==> config.mk <==
export PLATFORM = sky130hd
export DESIGN_NAME = lfr_ctrl
export DESIGN_NICKNAME = d
export VERILOG_FILES = /design/src/rtl/lfr_pkg.sv /design/src/rtl/lfr_ctrl.sv
export SDC_FILE = /design/constraint.sdc
export NUM_CORES = 1
export LEC_CHECK = 0
export ABC_AREA = 1
export BUFFER_PORTS_ARGS = -buffer_cell sky130_fd_sc_hd__buf_4
export CAP_MARGIN = 20
export CORE_AREA = 2 2 39 41
export CTS_BUF_LIST = sky130_fd_sc_hd__clkbuf_2 sky130_fd_sc_hd__clkbuf_4 sky130_fd_sc_hd__clkbuf_8
export DETAILED_ROUTE_END_ITERATION = 10
export DIE_AREA = 0 0 41 43
export SLEW_MARGIN = 20
export SYNTH_ARGS = -nofsm -noshare
export SYNTH_HDL_FRONTEND = slang
export SYNTH_SLANG_ARGS = --single-unit
==> constraint.sdc <==
create_clock -name clk -period 1.3 [get_ports clk]
set_clock_uncertainty 0.1 [all_clocks]
set_input_delay 0.13 -clock clk [delete_from_list [all_inputs] [get_ports clk]]
set_output_delay 0.13 -clock clk [all_outputs]
set_load 0.01 [all_outputs]
==> src/rtl/lfr_pkg.sv <==
`timescale 1ns / 1ps
// ----------------------------------------------------------------------------
// lfr_pkg: shared types and constants of the frame-store refresh block
// Request and frame payload structs, the action codes, the controller states
// and the helpers that split bytes into the two-nibble serial form.
// ----------------------------------------------------------------------------
package lfr_pkg;

  localparam int PANEL_WIDTH  = 128;
  localparam int PANEL_HEIGHT = 64;

  // The store is kept as 32-bit words of four bytes each. A data chunk is
  // exactly one word, so one read serves one chunk.
  localparam int ROW_BYTES   = PANEL_WIDTH / 8;
  localparam int STORE_BYTES = ROW_BYTES * PANEL_HEIGHT;
  localparam int WORD_BYTES  = 4;
  localparam int WORD_W      = WORD_BYTES * 8;
  localparam int STORE_WORDS = STORE_BYTES / WORD_BYTES;
  localparam int WORD_AW     = $clog2(STORE_WORDS);

  localparam logic [7:0] SYNC_CMD     = 8'hF8;
  localparam logic [7:0] SYNC_DATA    = 8'hFA;
  localparam logic [7:0] ROW_CMD_BASE = 8'h80;
  localparam logic [7:0] COL_CMD      = 8'h80;

  localparam logic [3:0] BYTES_SINGLE = 4'd2;
  localparam logic [3:0] BYTES_CHUNK  = 4'd8;

  // Frames of one row refresh: row command, column command, eight chunks.
  localparam int         FRM_CNT_W         = 4;
  localparam logic [3:0] FRAME_ROW_CMD     = 4'd0;
  localparam logic [3:0] FRAME_COL_CMD     = 4'd1;
  localparam logic [3:0] FIRST_CHUNK_FRAME = 4'd2;
  localparam logic [3:0] LAST_FRAME        = 4'd9;

  typedef enum logic [1:0] {
    ACT_SET_PIXEL = 2'd0,
    ACT_REFRESH   = 2'd1,
    ACT_CMD_BYTE  = 2'd2,
    ACT_DATA_BYTE = 2'd3
  } action_t;

  typedef struct packed {
    action_t    action;
    logic [6:0] pixel_x;
    logic [5:0] pixel_y;
    logic       pixel_on;
    logic [4:0] row_index;
    logic [7:0] raw_value;
  } req_t;

  typedef struct packed {
    logic [7:0]  sync_byte;
    logic [63:0] body;
    logic [3:0]  body_bytes;
    logic        last_of_run;
  } frm_t;

  typedef enum logic [2:0] {
    ST_IDLE,
    ST_PIX_RD,
    ST_PIX_WR,
    ST_FRM_RD,
    ST_FRM_LOAD
  } state_t;

  // Commands from the controller to the datapath.
  typedef struct packed {
    logic take_req;
    logic rd_en;
    logic wr_en;
    logic out_load;
    logic frame_clr;
    logic frame_inc;
  } lfr_cmd_t;

  // Status from the datapath to the controller.
  typedef struct packed {
    action_t action;
    logic    frame_done;
    logic    out_free;
  } lfr_status_t;

  // High nibble first, then the low nibble shifted up.
  function automatic logic [15:0] split_byte(input logic [7:0] v);
    split_byte = {v[3:0], 4'b0000, v[7:4], 4'b0000};
  endfunction

  function automatic logic [63:0] chunk_body(input logic [WORD_W-1:0] w);
    logic [63:0] b;
    b = '0;
    for (int i = 0; i < WORD_BYTES; i++) begin
      b[16*i +: 16] = split_byte(w[8*i +: 8]);
    end
    chunk_body = b;
  endfunction

endpackage

==> src/rtl/lfr_ctrl.sv <==
`timescale 1ns / 1ps
// ----------------------------------------------------------------------------
// lfr_ctrl: sequencing state machine
// Accepts one request at a time and steps the datapath through the pixel
// update or through the frames that the request causes.
// ----------------------------------------------------------------------------
module lfr_ctrl (
  input  logic                 clk,
  input  logic                 rst,
  input  logic                 req_valid,
  input  lfr_pkg::action_t     req_action,
  output logic                 req_ready,
  input  lfr_pkg::lfr_status_t status,
  output lfr_pkg::lfr_cmd_t    cmd
);
  import lfr_pkg::*;

  state_t state;
  state_t state_next;
  logic   run_end;

  assign run_end = (status.action != ACT_REFRESH) || status.frame_done;

  always_ff @(posedge clk) begin
    if (rst) begin
      state <= ST_IDLE;
    end else begin
      state <= state_next;
    end
  end

  always_comb begin
    state_next = state;
    unique case (state)
      ST_IDLE: begin
        if (req_valid) begin
          unique case (req_action)
            ACT_SET_PIXEL: state_next = ST_PIX_RD;
            ACT_REFRESH:   state_next = ST_FRM_RD;
            ACT_CMD_BYTE,
            ACT_DATA_BYTE: state_next = ST_FRM_LOAD;
            default:       state_next = ST_IDLE;
          endcase
        end
      end
      ST_PIX_RD:   state_next = ST_PIX_WR;
      ST_PIX_WR:   state_next = ST_IDLE;
      ST_FRM_RD:   state_next = ST_FRM_LOAD;
      ST_FRM_LOAD: begin
        if (status.out_free) begin
          state_next = run_end ? ST_IDLE : ST_FRM_RD;
        end
      end
      default:     state_next = ST_IDLE;
    endcase
  end

  always_comb begin
    cmd       = '0;
    req_ready = 1'b0;
    unique case (state)
      ST_IDLE: begin
        req_ready     = 1'b1;
        cmd.take_req  = req_valid;
        cmd.frame_clr = req_valid;
      end
      ST_PIX_RD:   cmd.rd_en = 1'b1;
      ST_PIX_WR:   cmd.wr_en = 1'b1;
      ST_FRM_RD:   cmd.rd_en = 1'b1;
      ST_FRM_LOAD: begin
        cmd.out_load  = status.out_free;
        cmd.frame_inc = status.out_free && !run_end;
      end
      default: begin
        cmd       = '0;
        req_ready = 1'b0;
      end
    endcase
  end

`ifndef SYNTHESIS
  a_load_only_when_free: assert property (@(posedge clk) disable iff (rst)
    cmd.out_load |-> status.out_free)
    else $error("frame loaded while the output register is occupied");

  a_last_frame_ends_run: assert property (@(posedge clk) disable iff (rst)
    (state == ST_FRM_LOAD && status.out_free && status.frame_done) |=> state == ST_IDLE)
    else $error("sequencer did not return to idle after the last frame");

  a_write_after_read: assert property (@(posedge clk) disable iff (rst)
    cmd.wr_en |-> $past(cmd.rd_en))
    else $error("pixel write without a preceding word read");

  a_one_request_at_a_time: assert property (@(posedge clk) disable iff (rst)
    (req_valid && req_ready) |=> !req_ready)
    else $error("new request accepted while the previous one is in progress");
`endif

endmodule

# Word level (Yosys, flattened, before mapping)
# Index checks and enable logic that the tools add are counted.
# Widths: inputs -> output; s select.
[totals] register_bits=3 input_bits=9 out_inout_bits=7 word_cells=30
[classes] eq_ne=10 mux=11 n_reduce_logical=8
[ops] cell="$pmux 3 s4" count=1
[ops] cell="$pmux 3 s3" count=1
[ops] cell="$eq 3x2->1 const B" count=2
[ops] cell="$mux 1" count=6
[ops] cell="$mux 3" count=2
[ops] cell="$eq 2x2->1 const B" count=2
[ops] cell="$ne 2x2->1 const B" count=2
[ops] cell="$reduce_or 2->1" count=2
[ops] cell="$eq 3x1->1 const B" count=1
[ops] cell="$eq 3x3->1 const B" count=1
[ops] cell="$logic_not 3->1" count=1
[ops] cell="$eq 2x1->1 const B" count=1
[ops] cell="$logic_not 2->1" count=1
[ops] cell="$mux 2" count=1
[ops] cell="$ne 2x1->1 const B" count=1
[ops] cell="$reduce_and 2->1" count=1
[ops] cell="$logic_and 1x1->1" count=1
[ops] cell="$logic_not 1->1" count=1
[ops] cell="$logic_or 1x1->1" count=1

# Longest topological paths before layout
[logic_depth] ltp_word=5 depth_mapped=7 depth_no_buf=7

# Worst setup path after synthesis
# OpenSTA, ideal clock, no wires.
[synth_path] path_type="flip-flop to output port" start="register state[1]" end="output cmd[5] (netlist bit)" t_arrival_ns=0.925 required_time_ns=1.070 slack_ns=0.145 path_stages_with_launch=5 path_buffers=1 path_cell_list="dfxtp_1 nor2_4 nand2_1 nor2_1 buf_4"
[synth_lines] item="start: declaration" line="lfr_ctrl.sv:18" source="state_t state;"
[synth_lines] item="start signal: assignment" line="lfr_ctrl.sv:28" source="state <= state_next;"
[synth_lines] item="end: declaration" line="lfr_ctrl.sv:14" source="output lfr_pkg::lfr_cmd_t cmd"

==> flow_metrics.py <==
metrics = {
    "route": {
        "vias": 315,
        "drt-total-wl_um": 591,
        "viasPerCell": 3.99,
        "dr.pass1.iters": 4,
        "dr.first_iter.drc_count": 6,
        "ant_nets": 0,
        "drc": 0,
        "avgRoutedWirePerCell_um": 7.48,
    },
    "finish": {
        "mostFrequentLayoutCell": "buf_4",
        "num-nets-final": 73,
        "largest_register": "state",
        "diodes": 0,
        "stdcell_count": 79,
        "layout_common_cells": "buf_4 (16), inv_1 (7), nor2_1 (6), nand2_1 (6), nand3_1 (6)",
        "n_fill_cell": 160,
        "reg_top3": "state x3",
        "largest_reg_flops": 3,
        "area_growth_pct": 74.2,
        "drive_gt1_share_pct": 54.0,
    },
    "place": {
        "io_buffer_count": 15,
        "place_congestion": 0.677,
        "dp_cells": 73,
        "hpwlAfterDp_um": 490,
    },
    "critical_path": {
        "cp-start-kind": "register",
        "crit_required_ns": 1.07,
        "worst-setup-path-type": "reg -> out",
        "endpoint_kind": "primary output",
        "worstPathArrival_ns": 1.05,
        "crit_fanout": 5,
        "r2r_start": "state[0]",
        "startpoint": "state[1]",
    },
    "floorplan": {
        "placementRows": 14,
        "coreArea_mm2": 0.00138,
        "die-area_mm2": 0.00176,
        "chipWidth_um": 41,
        "die_height_um": 43,
        "start_util_pct": 17.9,
        "io_pins": 16,
    },
    "yosys": {
        "synth_cells": 43,
        "syn_area_um2": 248,
        "synth_nets": 52,
        "yosysUniqueCellTypes": 14,
        "ys_seq_area_share_pct": 24.2,
        "ys_ff_latch": 3,
        "syn-mean-instance-area_um2": 5.76,
        "synth-warning-count": 0,
    },
    "global_routing": {
        "antenna_found_initial": 0,
        "grt_use_total_pct": 7.72,
        "grt_pass1_vias": 286,
        "grt_overflow": 0,
        "grt_pass1_wl_um": 897,
        "grt_max_degree": 8,
    },
    "timing": {
        "fin_crit_ns": 1.28,
        "relSlewSlack_pct": 89.6,
        "min_period_over_period_pct": 98.3,
        "tightest_slew_ns": 0.154,
        "drv_slew": 0,
        "rsz0062_at_grt": "yes",
        "setup_viol": 0,
        "hold_violations": 0,
        "max_freq_mhz": 783,
    },
    "status": {
        "status": "complete, no violations",
    },
    "pwr": {
        "total_power_uw": 473,
        "peakVddDrop_mv": 0.353,
        "p_leak_uw": 0.000233,
        "powerDensity_mw_per_mm2": 1090,
    },
    "clocking": {
        "clk_latency_ns": 0.23,
        "cts_root_buf": "clkbuf_4",
        "clockBufferDepth": 2,
        "htree_num_levels": 1,
        "clock_sinks": 3,
        "cts_made_buffers": 3,
        "clkTransAtPathRegs_ns": 0.04,
        "cts_tree": "yes",
    },
    "worst_hold_path": {
        "min_from": "req_action[1]",
        "hp-class": "in -> reg",
    },
    "job": {
        "cap_viol_max_count": 0,
    },
}
## worst max-delay path: stages (launching register included)
cell and delay [ns]:
dfxtp_2 0.33, nor2_4 0.15, nand2_2 0.09, nor2_2 0.11, buf_4 0.13
## per-stage QoR
stage	setup WS, ns	TNS [ns]	utilization (%)	hold slack (ns)	area (um2)
3_5_place_dp	0.188	0	26.9	0.215	373
2_1_floorplan	0.145	0	-	0.0969	248
3_3_place_gp	0.197	0	26.9	0.213	373
4_1_cts	-0.00473	-0.00473	31.0	0.0655	429
5_1_grt	-0.0629	-0.190	31.2	0.0806	432
6_report	0.0227	0	31.2	0.0738	432
## worst paths after layout
path	cells after the start	to	slack, ns
worst min-delay path	4	state[0]	0.07
worst min register to register	4	state[1]	0.54
worst max register to register	8	state[0]	0.18
worst max-delay path	4	cmd[5]	0.02
## power by group
part,switching (uW),total (uW),internal [uW],leakage [uW]
combinational,89.2,172,82.8,0.000189
sequential,12.6,117,104,0.0000258
clock,48.0,184,136,0.0000184
## synthesized netlist by cell type (all sizes together)
library cell	n	area share (%)
a21oi	1	2.0
buf	1	3.0
dfxtp	3	24
inv	9	14
nand2	8	13
nand3	6	12
nor2	12	24
nor3	1	2.0
o21ai	2	5.6
## what timing repair did
item                                   in CTS  in global routing
resized for setup                           6                  1
buffers inserted                            1                  0
setup endpoints to repair                   3                  4
hold buffers                                1                  0
endpoints found under the hold margin       3                  0
## kinds of logic (layout without fill, tap and decap cells)
kind of cell | count (synthesis) | count (layout) | share of synthesized area [%]
and+or+nand+nor | 27 | 27 | 51.5
DFF | 3 | 3 | 24.2
AOI/OAI and AO/OA | 3 | 3 | 7.57
buffers and inverters | 10 | 30 | 16.7
## area by class of cell
cell class                      count  area [um2]  area share, %
Clock buffer                        4        30.0           6.96
Inverter                            9        33.8           7.83
Multi-Input combinational cell     30         154           35.7
Sequential cell                     3        63.8           14.8
Tap cell                           16        20.0           4.64
Timing Repair Buffer               17         130           30.1
## routing by layer
| metal | share of wire [%] | up-vias | GRT usage (%) |
|---|---|---|---|
| met5 | 0 | - | 0 |
| met4 | 0 | 0 | 6.00 |
| met3 | 7.4 | 0 | 3.14 |
| met2 | 53 | 9 | 12.8 |
| met1 | 39 | 136 | 6.71 |
| li1 | - | 170 | - |
Note: power is estimated with default switching activity, not from simulation.
